===== src/hw/rtl/imucal_pkg.sv =====
// ----------------------------------------------------------------------------
// imucal_pkg
// Shared widths, codes, state type and the saturation helper for the IMU
// scale and offset calibration unit.
// ----------------------------------------------------------------------------
package imucal_pkg;

   // Field widths
   localparam int RAW_W     = 16;   // raw sensor sample
   localparam int OUT_W     = 29;   // scaled / calibrated output
   localparam int SUM_W     = 45;   // calibration accumulator
   localparam int CNT_W     = 16;   // sample counter
   localparam int NUM_AXES  = 6;    // accel x/y/z then gyro x/y/z
   localparam int AXIS_W    = 3;    // index into the six axes

   // Coefficients carry this many extra fraction bits
   localparam int COEF_FRAC = 16;

   // Default output fraction bits
   localparam int FRAC_BITS_DEF = 16;

   // Axis positions
   localparam logic [AXIS_W-1:0] AXIS_AZ   = 3'd2;
   localparam logic [AXIS_W-1:0] AXIS_LAST = 3'(NUM_AXES - 1);

   // Operation codes
   typedef enum logic {
      OP_MEASURE = 1'b0,
      OP_CALIB   = 1'b1
   } op_type;

   // Configuration register indexes
   typedef enum logic [1:0] {
      CSR_ACCEL_RANGE   = 2'd0,
      CSR_GYRO_RANGE    = 2'd1,
      CSR_CALIB_SAMPLES = 2'd2
   } csr_index_type;

   // Sequencer states
   typedef enum logic [2:0] {
      ST_IDLE,
      ST_SCALE,
      ST_MERGE,
      ST_DIV_START,
      ST_DIV_WAIT
   } state_type;

   // Lane strobes
   typedef struct packed {
      logic load_prod;
      logic load_scaled;
   } lane_ctl_type;

   // Saturate a value one bit wider than the output to the output range
   function automatic logic signed [OUT_W-1:0] sat_out(input logic signed [OUT_W:0] v);
      logic signed [OUT_W-1:0] r;
      if (v[OUT_W] != v[OUT_W-1]) begin
         r = v[OUT_W] ? {1'b1, {(OUT_W-1){1'b0}}} : {1'b0, {(OUT_W-1){1'b1}}};
      end else begin
         r = v[OUT_W-1:0];
      end
      return r;
   endfunction

endpackage


===== src/hw/rtl/imucal_lane.sv =====
// ----------------------------------------------------------------------------
// imucal_lane
// One scaling lane: raw * coefficient, round half up, drop the coefficient
// fraction bits and saturate to the output range. Two register stages.
// ----------------------------------------------------------------------------
module imucal_lane
   import imucal_pkg::*;
#(
   parameter int FRAC_BITS = FRAC_BITS_DEF
) (
   input  logic                        clock,
   input  lane_ctl_type                ctl,
   input  logic signed [RAW_W-1:0]     raw,
   input  logic [FRAC_BITS+12:0]       coef,
   output logic signed [OUT_W-1:0]     scaled
);

   localparam int COEF_W = FRAC_BITS + 13;
   localparam int PROD_W = RAW_W + COEF_W + 1;
   localparam int SH_W   = PROD_W + 1 - COEF_FRAC;
   localparam int EXT_W  = (SH_W > OUT_W) ? SH_W : OUT_W;
   localparam logic signed [EXT_W-1:0] LIM_HI = EXT_W'(2 ** (OUT_W - 1) - 1);
   localparam logic signed [EXT_W-1:0] LIM_LO = -LIM_HI - EXT_W'(1);

   logic signed [PROD_W-1:0] prod_in;
   logic signed [PROD_W-1:0] prod_ff;
   logic signed [PROD_W:0]   rnd;
   logic signed [SH_W-1:0]   shifted;
   logic signed [EXT_W-1:0]  shifted_ext;
   logic signed [OUT_W-1:0]  scaled_in;
   logic signed [OUT_W-1:0]  scaled_ff;

   // Stage 1: multiply
   assign prod_in = raw * $signed({1'b0, coef});

   always_ff @(posedge clock) begin
      if (ctl.load_prod) begin
         prod_ff <= prod_in;
      end
   end

   // Stage 2: round, shift, saturate
   assign rnd         = (PROD_W+1)'(prod_ff) + (PROD_W+1)'(1 << (COEF_FRAC - 1));
   assign shifted     = $signed(rnd[PROD_W:COEF_FRAC]);
   assign shifted_ext = EXT_W'(shifted);

   always_comb begin
      if (shifted_ext > LIM_HI) begin
         scaled_in = OUT_W'(LIM_HI);
      end else if (shifted_ext < LIM_LO) begin
         scaled_in = OUT_W'(LIM_LO);
      end else begin
         scaled_in = OUT_W'(shifted_ext);
      end
   end

   always_ff @(posedge clock) begin
      if (ctl.load_scaled) begin
         scaled_ff <= scaled_in;
      end
   end

   assign scaled = scaled_ff;

endmodule


===== config.mk =====
export PLATFORM = sky130hd
export DESIGN_NAME = imucal_lane
export DESIGN_NICKNAME = d
export VERILOG_FILES = /design/src/hw/rtl/imucal_pkg.sv /design/src/hw/rtl/imucal_lane.sv
export SDC_FILE = /design/constraint.sdc
export NUM_CORES = 1
export LEC_CHECK = 0
export BUFFER_PORTS_ARGS = -buffer_cell sky130_fd_sc_hd__buf_2
export CORE_MARGIN = 3
export CORE_UTILIZATION = 65
export DETAILED_ROUTE_END_ITERATION = 10
export PLACE_DENSITY = 0.86
export RECOVER_POWER = 100
export SETUP_SLACK_MARGIN = 0.15
export SYNTH_ARGS = -nofsm -noshare
export SYNTH_HDL_FRONTEND = slang
export SYNTH_SLANG_ARGS = --single-unit

===== constraint.sdc =====
create_clock -name clock -period 9.03 [get_ports clock]
set_input_delay 1.806 -clock clock [delete_from_list [all_inputs] [get_ports clock]]
set_output_delay 1.806 -clock clock [all_outputs]
set_load 0.01 [all_outputs]

# Word level (Yosys, flattened, before mapping)
# Index checks and enable logic that the tools add are counted.
word_totals:
  reg_bits: 75
  wordCells: 7
  output_inout_bits: 29
classes:
  n_mul: 1
  add_sub_neg: 1
  n_mux: 1
  magnitude_cmp: 2
ops:
  columns: ["op", "count"]
  rows:
  - ["$add A46 B17 Y47 const B", 1]
  - ["$mul A16 B30 Y46", 1]
  - ["$gt A31 B29 Y1 const B", 1]
  - ["$lt A31 B29 Y1 const B", 1]
  - ["$mux W29", 1]

# Logic depth before layout (Yosys ltp)
logic_depth:
  depth_word: 3
  ltp_mapped: 25
  ltp_nobuf: 23

# Least setup slack after synthesis
# No wires, ideal clock.
synth_path:
  path_type: "input to register"
  start: "input port raw[6]"
  end: "register prod_ff[38], data pin"
  slack_ns: 1.346
  required_time_ns: 8.771
  cell_stages: 25
  setup_ns: 0.259
  arrival_time_ns: 7.425
  path_cell_list: "clkbuf_1 > clkbuf_1 > nand2_1 > fa_1 > inv_1 > fa_1 > inv_1 > fa_1 > inv_1 > fa_1 > fa_1 > inv_1 > fa_1 > inv_1 > ha_1 > buf_2 > nand4_1 > nor3_1 > nand2_1 > o21ai_0 > nor2_1 > and2_1 > o31ai_1 > a21oi_1 > xnor2_1"
synth_via:
  elab_chain_len: 1
synth_rtl:
  columns: ["item", "line", "text"]
  rows:
  - ["start: declaration", "imucal_lane.sv:13", "input logic signed [RAW_W-1:0] raw,"]
  - ["$mul A16 B30 Y46", "imucal_lane.sv:34", "assign prod_in = raw * $signed({1'b0, coef});"]
  - ["via prod_in[38]", "imucal_lane.sv:25", "logic signed [PROD_W-1:0] prod_in;"]
  - ["end signal: assignment", "imucal_lane.sv:38", "prod_ff <= prod_in;"]
  - ["end: declaration", "imucal_lane.sv:26", "logic signed [PROD_W-1:0] prod_ff;"]
# The timed path passes the listed nets, and every way through them passes these cells.
# A chain may end at the register's enable or synchronous reset.

# Final worst setup path
layout_path:
  start: "input port raw[1]"
  end: "register prod_ff[36], data pin"
# Same word-level chain as after synthesis.

==> results.json <==
{
  "cts_hold_buf": 0,
  "routed_via_density": 5.833,
  "synth_most_common_cell": "inv_1",
  "crit_type": "primary input to flop",
  "fin_crit_sh_pct": 91.24,
  "synth_edf_count": 60,
  "layout-drive-gt1-share_pct": 4.020,
  "ys_types": 61,
  "numCtsBuffers": 9,
  "layout_min_cycle_time_ps": 8239,
  "nFillCells": 2085,
  "cp_data_arrival_time_ps": 8320,
  "worstSkewPairLatency_ps": 330,
  "rows": 60,
  "post-cts-setup-buffers": 0,
  "vias": 13452,
  "cap_violations": 3,
  "track_usage_pct": 30.14,
  "cts_resized": 0,
  "io_pins": 77,
  "violations": "capacitance limit, slew limit",
  "syn-num-nets": 2532,
  "drtPass1Iterations": 5,
  "dieHeight_um": 172.1,
  "crit_required_ps": 9110,
  "drt-initial-drc-count": 1031,
  "grt_pass1_vias": 14375,
  "drc_errors": 0,
  "antenna_found_initial": 0,
  "insertedDiodeCount": 0,
  "grt_pass1_wl_um": 70010,
  "nets": 2529,
  "clk_pin_slew_ps": 50,
  "gp_congestion": 0.8953,
  "min-delay-path-class": "flop to flop",
  "tritoncts": "done",
  "ys_top_cells_by_count": "444 x inv_1, 375 x fa_1, 275 x nand2_1",
  "clk_path_buf_depth": 2,
  "clock_sinks": 60,
  "worstPathMaxFanout": 29,
  "rsz0062_at_grt": "no",
  "syn_inst": 1963,
  "cp-end-kind": "flop",
  "ctsRootBufferMaster": "clkbuf_16",
  "grt_max_degree": 32,
  "io_buffers": 76,
  "synth_ff_type": "edfxtp_1",
  "synth_top_cell_by_area": "fa_1",
  "synth_area_leaders": "fa_1 42%, ha_1 10%, edfxtp_1 10%",
  "synth-seq-area-share_pct": 10.05,
  "synth_top_area_share_pct": 41.86,
  "floorplan.initialDensity_pct": 66.37,
  "async_flop_share_pct": 0,
  "syn-cell-area_mm2": 0.01794,
  "overflow": 0,
  "h-tree-depth": 3,
  "finalSetupTns_ps": 0,
  "ys_ff_latch": 60,
  "drtAntennaViolNets": 0,
  "finClkSkew_ps": 6.682,
  "setup-violations-final": 0,
  "worst_pin_slew_ps": 2146,
  "synth.avg_cell_area_um2": 9.137,
  "totalWireLength_um": 42090,
  "outcome": "finished with violations",
  "core-area_mm2": 0.02703,
  "wl_per_cell_um": 18.25,
  "critPathLaunchType": "primary input",
  "max_slew_margin_pct": -43.06,
  "dp.final_hpwl_um": 34320,
  "area.growth.synth_to_final_pct": 3.265,
  "max_freq_ghz": 0.1214,
  "finalHoldViolCount": 0,
  "maxSlewViolCount": 86,
  "whs_ps": 651.5,
  "yosys_warnings": 0,
  "die-width_um": 172.1,
  "die_area_mm2": 0.02962
}
-- worst max-delay path: stages --
cell and delay [ps]:
buf_2 480, nand2_1 160, fa_1 540, fa_1 580
fa_1 470, fa_1 550, inv_1 50, fa_1 470
inv_1 50, fa_1 600, inv_1 70, ha_1 330
a21oi_1 190, o21ai_0 130, a22oi_1 350, nand2_1 150
o211ai_1 270, and2b_1 200, o21ai_0 200, and3_1 230
a2111oi_0 430
-- cell type report --
type / count / area, um2 / share of cell area [%]
multi-input combinational: 1367 / 13970 / 75.41
clock inverter: 6 / 78.83 / 0.4256
timing repair buffer: 77 / 347.8 / 1.878
tap: 341 / 426.7 / 2.304
clock buffer: 10 / 229.0 / 1.236
inverter: 445 / 1670 / 9.018
sequential: 60 / 1802 / 9.728
-- stage by stage --
stage	utilization [%]	std cells	setup WS (ps)	area, um2
final	68.53	2306	791.0	18520
after global routing	68.53	2306	290.6	18520
after CTS	69.09	2306	1082	18670
after detailed placement	67.95	2290	741.4	18370
after global placement	67.95	2290	837.1	18370
after floorplan	-	1963	1346	17940
-- placed cells by master, fill, tap and decap left out, drive strengths merged, types with 10 or more instances in the layout --
master,synthesis,layout
a21o,18,18
clkbuf,76,42
xor2,28,28
xnor2,31,31
nand4,12,12
nor3,10,10
inv,444,444
edfxtp,60,60
a21oi,58,58
ha,146,146
nand3,20,20
nor2,46,46
nand2b,16,16
buf,15,45
and2,201,201
and3,13,13
fa,375,375
nand2,277,277
o21ai,55,55
-- kinds of logic after synthesis --
family	share of synthesized area, %
adders and majority gates	52.04
xor gates and xnor gates	2.881
DFF	10.05
and+or+nand+nor	17.14
AOI/OAI and AO/OA	6.432
buffers and inverters	11.46
-- sequential cells by signal (all words and copies together) (netlist names) --
name	count
scaled	29
prod_ff	31
-- worst paths after layout --
kind,end,cells past startpoint,slack [ps],startpoint
max,prod_ff[36],21,790,raw[1]
min,scaled[25],2,650,prod_ff[41]
max reg2reg,scaled[12],9,3980,prod_ff[17]
min reg2reg,scaled[25],2,650,prod_ff[41]
-- routing by layer --
layer | part of all wire (%) | global-route usage, %
met1 | 35 | 36.13
met2 | 51 | 52.26
met3 | 6.6 | 3.772
met4 | 7.0 | 18.15
met5 | 0 | 0
Power is not shown: default switching activity piles up to over one toggle a cycle in this logic, so the estimate is an artifact.
