**src/hw/rtl/imucal_pkg.sv**
```systemverilog
// ----------------------------------------------------------------------------
// imucal_pkg
// Shared widths, codes, state type and the saturation helper for the IMU
// scale and offset calibration unit.
// ----------------------------------------------------------------------------
package imucal_pkg;

   // Field widths
   localparam int RAW_W     = 16;   // raw sensor sample
   localparam int OUT_W     = 29;   // scaled / calibrated output
   localparam int SUM_W     = 45;   // calibration accumulator
   localparam int CNT_W     = 16;   // sample counter
   localparam int NUM_AXES  = 6;    // accel x/y/z then gyro x/y/z
   localparam int AXIS_W    = 3;    // index into the six axes

   // Coefficients carry this many extra fraction bits
   localparam int COEF_FRAC = 16;

   // Default output fraction bits
   localparam int FRAC_BITS_DEF = 16;

   // Axis positions
   localparam logic [AXIS_W-1:0] AXIS_AZ   = 3'd2;
   localparam logic [AXIS_W-1:0] AXIS_LAST = 3'(NUM_AXES - 1);

   // Operation codes
   typedef enum logic {
      OP_MEASURE = 1'b0,
      OP_CALIB   = 1'b1
   } op_type;

   // Configuration register indexes
   typedef enum logic [1:0] {
      CSR_ACCEL_RANGE   = 2'd0,
      CSR_GYRO_RANGE    = 2'd1,
      CSR_CALIB_SAMPLES = 2'd2
   } csr_index_type;

   // Sequencer states
   typedef enum logic [2:0] {
      ST_IDLE,
      ST_SCALE,
      ST_MERGE,
      ST_DIV_START,
      ST_DIV_WAIT
   } state_type;

   // Lane strobes
   typedef struct packed {
      logic load_prod;
      logic load_scaled;
   } lane_ctl_type;

   // Saturate a value one bit wider than the output to the output range
   function automatic logic signed [OUT_W-1:0] sat_out(input logic signed [OUT_W:0] v);
      logic signed [OUT_W-1:0] r;
      if (v[OUT_W] != v[OUT_W-1]) begin
         r = v[OUT_W] ? {1'b1, {(OUT_W-1){1'b0}}} : {1'b0, {(OUT_W-1){1'b1}}};
      end else begin
         r = v[OUT_W-1:0];
      end
      return r;
   endfunction

endpackage

```
**src/hw/rtl/imucal_div.sv**
```systemverilog
// ----------------------------------------------------------------------------
// imucal_div
// Shared restoring divider: signed sum over unsigned count, quotient
// truncated toward zero. One quotient bit per cycle.
// ----------------------------------------------------------------------------
module imucal_div
   import imucal_pkg::*;
(
   input  logic                     clock,
   input  logic                     reset,
   input  logic                     start,
   input  logic signed [SUM_W-1:0]  dividend,
   input  logic [CNT_W:0]           divisor,
   output logic                     done,
   output logic signed [OUT_W-1:0]  quotient
);

   localparam int STEP_W = $clog2(SUM_W);
   localparam logic [STEP_W-1:0] STEP_LAST = STEP_W'(SUM_W - 1);

   logic                busy_ff;
   logic                done_ff;
   logic [STEP_W-1:0]   step_ff;
   logic [CNT_W:0]      rem_ff;
   logic [CNT_W:0]      rem_in;
   logic [SUM_W-1:0]    quo_ff;
   logic [SUM_W-1:0]    quo_in;
   logic [CNT_W:0]      divisor_ff;
   logic                neg_ff;
   logic [SUM_W-1:0]    mag;
   logic [CNT_W+1:0]    rem_shift;
   logic                fits;
   logic [OUT_W-1:0]    quo_mag;

   // Magnitude of the dividend
   assign mag = dividend[SUM_W-1] ? SUM_W'(-dividend) : SUM_W'(dividend);

   // One restoring step
   assign rem_shift = {rem_ff, quo_ff[SUM_W-1]};
   assign fits      = rem_shift >= {1'b0, divisor_ff};
   assign rem_in    = fits ? (CNT_W+1)'(rem_shift - {1'b0, divisor_ff})
                           : rem_shift[CNT_W:0];
   assign quo_in    = {quo_ff[SUM_W-2:0], fits};

   // Control
   always_ff @(posedge clock) begin
      if (reset) begin
         busy_ff <= 1'b0;
         done_ff <= 1'b0;
         step_ff <= '0;
      end else begin
         done_ff <= 1'b0;
         if (start) begin
            busy_ff <= 1'b1;
            step_ff <= '0;
         end else if (busy_ff) begin
            step_ff <= step_ff + STEP_W'(1);
            if (step_ff == STEP_LAST) begin
               busy_ff <= 1'b0;
               done_ff <= 1'b1;
            end
         end
      end
   end

   // Datapath
   always_ff @(posedge clock) begin
      if (start) begin
         rem_ff     <= '0;
         quo_ff     <= mag;
         divisor_ff <= divisor;
         neg_ff     <= dividend[SUM_W-1];
      end else if (busy_ff) begin
         rem_ff <= rem_in;
         quo_ff <= quo_in;
      end
   end

   // Mean magnitude fits the output width
   assign quo_mag  = quo_ff[OUT_W-1:0];
   assign quotient = $signed(neg_ff ? OUT_W'(-quo_mag) : quo_mag);
   assign done     = done_ff;

   a_start_idle: assert property (@(posedge clock) disable iff (reset)
      start |-> !busy_ff)
      else $error("divider started while busy");

   a_done_pulse: assert property (@(posedge clock) disable iff (reset)
      done_ff |=> !done_ff)
      else $error("divider done held longer than one cycle");

endmodule

```
**config.mk**
```make
export PLATFORM = sky130hd
export DESIGN_NAME = imucal_div
export DESIGN_NICKNAME = d
export VERILOG_FILES = /design/src/hw/rtl/imucal_pkg.sv /design/src/hw/rtl/imucal_div.sv
export SDC_FILE = /design/constraint.sdc
export NUM_CORES = 1
export LEC_CHECK = 0
export ABC_AREA = 1
export ABC_CLOCK_PERIOD_IN_PS = 5450
export BUFFER_PORTS_ARGS = -buffer_cell sky130_fd_sc_hd__buf_2
export CORE_MARGIN = 2
export CORE_UTILIZATION = 58
export CTS_CLUSTER_SIZE = 10
export DETAILED_ROUTE_END_ITERATION = 7
export PLACE_DENSITY = 0.8
export SLEW_MARGIN = 0
export SYNTH_ARGS = -nofsm -noshare
export SYNTH_HDL_FRONTEND = slang
export SYNTH_SLANG_ARGS = --single-unit
```
**constraint.sdc**
```tcl
create_clock -name clock -period 5.45 [get_ports clock]
set_clock_uncertainty 0.15 [all_clocks]
set_input_delay 1.09 -clock clock [delete_from_list [all_inputs] [get_ports clock]]
set_output_delay 1.09 -clock clock [all_outputs]
set_load 0.01 [all_outputs]
```
# Word-level counts from Yosys, hierarchy flattened

Cells that the tools add are included.

Flip-flop bits (word level): 88
Input bits: 65
Output and inout bits: 30
Logic and storage cells: 26

Add/subtract/negate cells: 4
$lt $le $gt $ge: 1
Equal/unequal tests: 1
Multiplexer cells: 9
Bitwise logic cells: 1
Reduce and logical (&&, ||, !) cells: 3

Operator list:

| kind                  | count |
|---|---|
| $mux W45              | 3 |
| $neg A45 Y45          | 1 |
| $mux W29              | 1 |
| $neg A29 Y29          | 1 |
| $ge A18 B17 Y1        | 1 |
| $mux W17              | 1 |
| $sub A17 B17 Y17      | 1 |
| $add A6 B1 Y6 const B | 1 |
| $eq A6 B6 Y1 const B  | 1 |
| $mux W1               | 4 |
| $reduce_or A3 Y1      | 1 |
| $reduce_bool A2 Y1    | 1 |
| $reduce_or A2 Y1      | 1 |
| $not A1 Y1            | 1 |

# Depth between registers and ports, before layout

Depth in word-level cells: 4
Gate-level depth with buffers: 15
Depth with buffers taken out: 15

# Least setup slack after synthesis

No wires, ideal clock.

Path type: input to register
From: input start
To: register quo_ff[0] (enable)
Setup time: 0.403 ns
Arrival time: 2.381 ns
Required time: 4.897 ns
Setup slack: 2.517 ns
Stages on the path: 3
Path buffers: 1
Cells stage by stage: clkbuf_1 nor2_1 inv_1

Cells in the longest elaborated chain, start to end: 1

Ends and longest elaborated chain:

| item                         | RTL line         | RTL |
|---|---|---|
| from (decl)                  | imucal_div.sv:11 | `input logic start,` |
| $reduce_bool A2 Y1 (no line) | -                |  |
| to (signal assigned)         | imucal_div.sv:70 | `quo_ff <= mag;` |
| to (signal assigned)         | imucal_div.sv:75 | `quo_ff <= quo_in;` |
| to (decl)                    | imucal_div.sv:26 | `logic [SUM_W-1:0] quo_ff;` |

No other way between the ends.
A chain may end at the register's enable or synchronous reset.

# Final worst setup path

From: register quo_ff[3]
To: output quotient[19]

Cells in the longest elaborated chain, start to end: 2

Ends and longest elaborated chain:

| item         | RTL line         | RTL |
|---|---|---|
| $neg A29 Y29 | imucal_div.sv:81 | `assign quotient = $signed(neg_ff ? OUT_W'(-quo_mag) : quo_mag);` |
| $mux W29     | imucal_div.sv:81 |  |
| to (decl)    | imucal_div.sv:15 | `output logic signed [OUT_W-1:0] quotient` |

No other way between the ends.

==> flow_summary.json <==
{
  "ys_warn_count": 0,
  "synthCells": 1045,
  "p_int_uw": 1340,
  "worstPathMaxFanout": 4,
  "cts_max_path_buffers": 2,
  "synth_cell_types": 40,
  "ys.flop_type": "edfxtp_1",
  "final_nets": 1216,
  "fin_util": 0.664,
  "relSlewSlack": 0.135,
  "crit_type": "flop to output port",
  "area_delta_synth_final_pct": 12.6,
  "status": "finished clean",
  "clk_pin_slew_ps": 60,
  "gp_congestion": 0.996,
  "async_reset_ff_frac": 0,
  "hp-class": "flop to flop",
  "fp.dieW_um": 114,
  "fin_crit_sh": 0.636,
  "p_leak_uw": 0.00386,
  "dp_slack_ps": 2370,
  "drtAntennaViolNets": 0,
  "clock_latency_ps": 340,
  "clkPwrFrac": 0.354,
  "syn_nets": 1132,
  "antenna_found_initial": 0,
  "hold_buffers": 0,
  "n_antenna_cell": 0,
  "worstMarginPinSlew_ps": 1290,
  "cts-resized-gates": 0,
  "switchingPower_uw": 571,
  "clk_root_buffer_cell": "clkbuf_16",
  "comb_power_share": 0.215,
  "grt_setup_unrepaired": "no",
  "seq_area_frac_synth": 0.341,
  "grt_pass1_wl_mm": 29.7,
  "cts.sinks": 88,
  "final_layout_size_suffix_gt1_frac": 0.126,
  "max_freq_mhz": 289,
  "dpl.hpwl_mm": 13.7,
  "cts_buffers": 9,
  "cts_setup_buffers": 0,
  "finalHoldViolations": 0,
  "power_density_mw_per_mm2": 242,
  "num_rows": 40,
  "syn_area_per_cell_um2": 6.72,
  "setup_viol": 0,
  "end_kind": "output port",
  "drc_errors": 0,
  "die_h_um": 114,
  "vias_per_cell": 5.48,
  "grt_max_degree": 53,
  "setup_tns_ps": 0,
  "grt_usage": 0.283,
  "wire_per_inst_um": 14.1,
  "core_mm2": 0.0119,
  "drt-total-wl_mm": 18.0,
  "swShare": 0.298,
  "syn_area_mm2": 0.00702,
  "crit_path_start_kind": "flop",
  "drtPass1Iterations": 6,
  "fin_crit_ps": 3460,
  "start_util": 0.590,
  "min_delay_path_depth": 2,
  "vias": 7026,
  "ioPinCount": 95,
  "cp.required_ps": 4210,
  "drv_cap": 0,
  "io_buffers": 94,
  "first_iter_violations": 666,
  "grt_pass1_vias": 6325,
  "synth_edf_count": 63,
  "ir_drop_v": 0.000152,
  "grt-ovfl-total": 0,
  "fin_ws_ps": 1990,
  "htreeDepth": 3,
  "cts_tree": "built",
  "worstPathArrival_ps": 2220,
  "dieArea_mm2": 0.0130,
  "ys_seq_elements": 88,
  "p_seq_frac": 0.431,
  "slew_violations": 0,
  "rr_worst_depth": 10
}
-- cell families after synthesis --
family	count (synthesis)	synth area share
buffers and inverters	186	0.105
flip-flops	88	0.341
XOR/XNOR	46	0.0574
AO/OA/AOI/OAI	99	0.0777
adder cells (fa/ha/maj)	22	0.0403
AND/OR/NAND/NOR	604	0.379
-- worst max-delay path: stages (launching register included) --
cell and delay, ps:
edfxtp_1 490, nor2_2 210, nand4_1 130, nand2_1 150, nand2_1 100, inv_1 120
o211ai_1 140, nor2_1 140, xor2_1 230, buf_2 180
-- final timing paths --
kind / start / end / slack, ps
worst min register to register: rem_ff[10] / rem_ff[10] / 320
worst max-delay path: quo_ff[3] / quotient[19] / 1990
worst max register to register: quo_ff[44] / quo_ff[0] / 2780
worst min-delay path: rem_ff[10] / rem_ff[10] / 320
-- metal layers --
metal,track usage,wire length [um],vias to the layer above
met5,0,0,-
met4,0.0789,340,0
met3,0.0487,1420,32
met2,0.424,7890,308
met1,0.422,8380,3144
li1,-,-,3542
-- registers in the layout, indices dropped and copies added (netlist names) --
name,cells
done,1
neg_ff,1
busy_ff,1
step_ff,6
rem_ff,17
quo_ff,45
divisor_ff,17
-- layout make-up --
cell class | instances | area (um2)
sequential | 88 | 2390
timing repair buffer | 99 | 508
fill | 1091 | 4000
inverter | 160 | 601
multi-input combinational | 771 | 3890
clock inverter | 6 | 90.1
tap | 147 | 184
clock buffer | 10 | 239
-- synthesized netlist by cell type (14+ instances only) --
master	count	area share
xor2_1	33	0.041
nand3b_1	15	0.016
dfxtp_1	25	0.071
nor2_1	103	0.055
clkbuf_1	14	0.0075
a21oi_1	17	0.012
inv_1	158	0.084
nand4_1	26	0.023
o21ai_0	62	0.044
nand2_1	311	0.17
edfxtp_1	63	0.27
nand3_1	110	0.078
ha_1	21	0.037
-- power groups by stage --
stage | Combinational [uW] | Sequential (uW) | Clock (uW)
final | 412 | 825 | 677
after global routing | 461 | 830 | 717
after CTS | 408 | 823 | 688
after detailed placement | 405 | 837 | 0
after global placement | 400 | 835 | 0
after floorplan | 270 | 823 | 0
-- per-stage QoR --
stage | cell area, um2 | instances | hold WS (ps) | power, uW
floorplan | 7020 | 1045 | 294 | 1090
global placement | 7580 | 1265 | 306 | 1230
detailed placement | 7580 | 1265 | 306 | 1240
CTS | 7910 | 1281 | 321 | 1920
global route | 7910 | 1281 | 333 | 2010
finish | 7910 | 1281 | 320 | 1910
-- layout by cell type, fill, tap and decap left out, drive strengths merged, types with 2 or more instances in the layout --
cell type,instances
or2,5
bufinv,2
dfxtp,25
clkbuf,10
nand4,26
xor2,33
o211ai,4
nor2,111
nor3,14
a31oi,7
xnor2,13
inv,162
buf,99
ha,21
edfxtp,63
nand3b,15
nand3,114
nand2,317
o21ai,69
a21oi,17
Power figures use the tool's default switching activity.
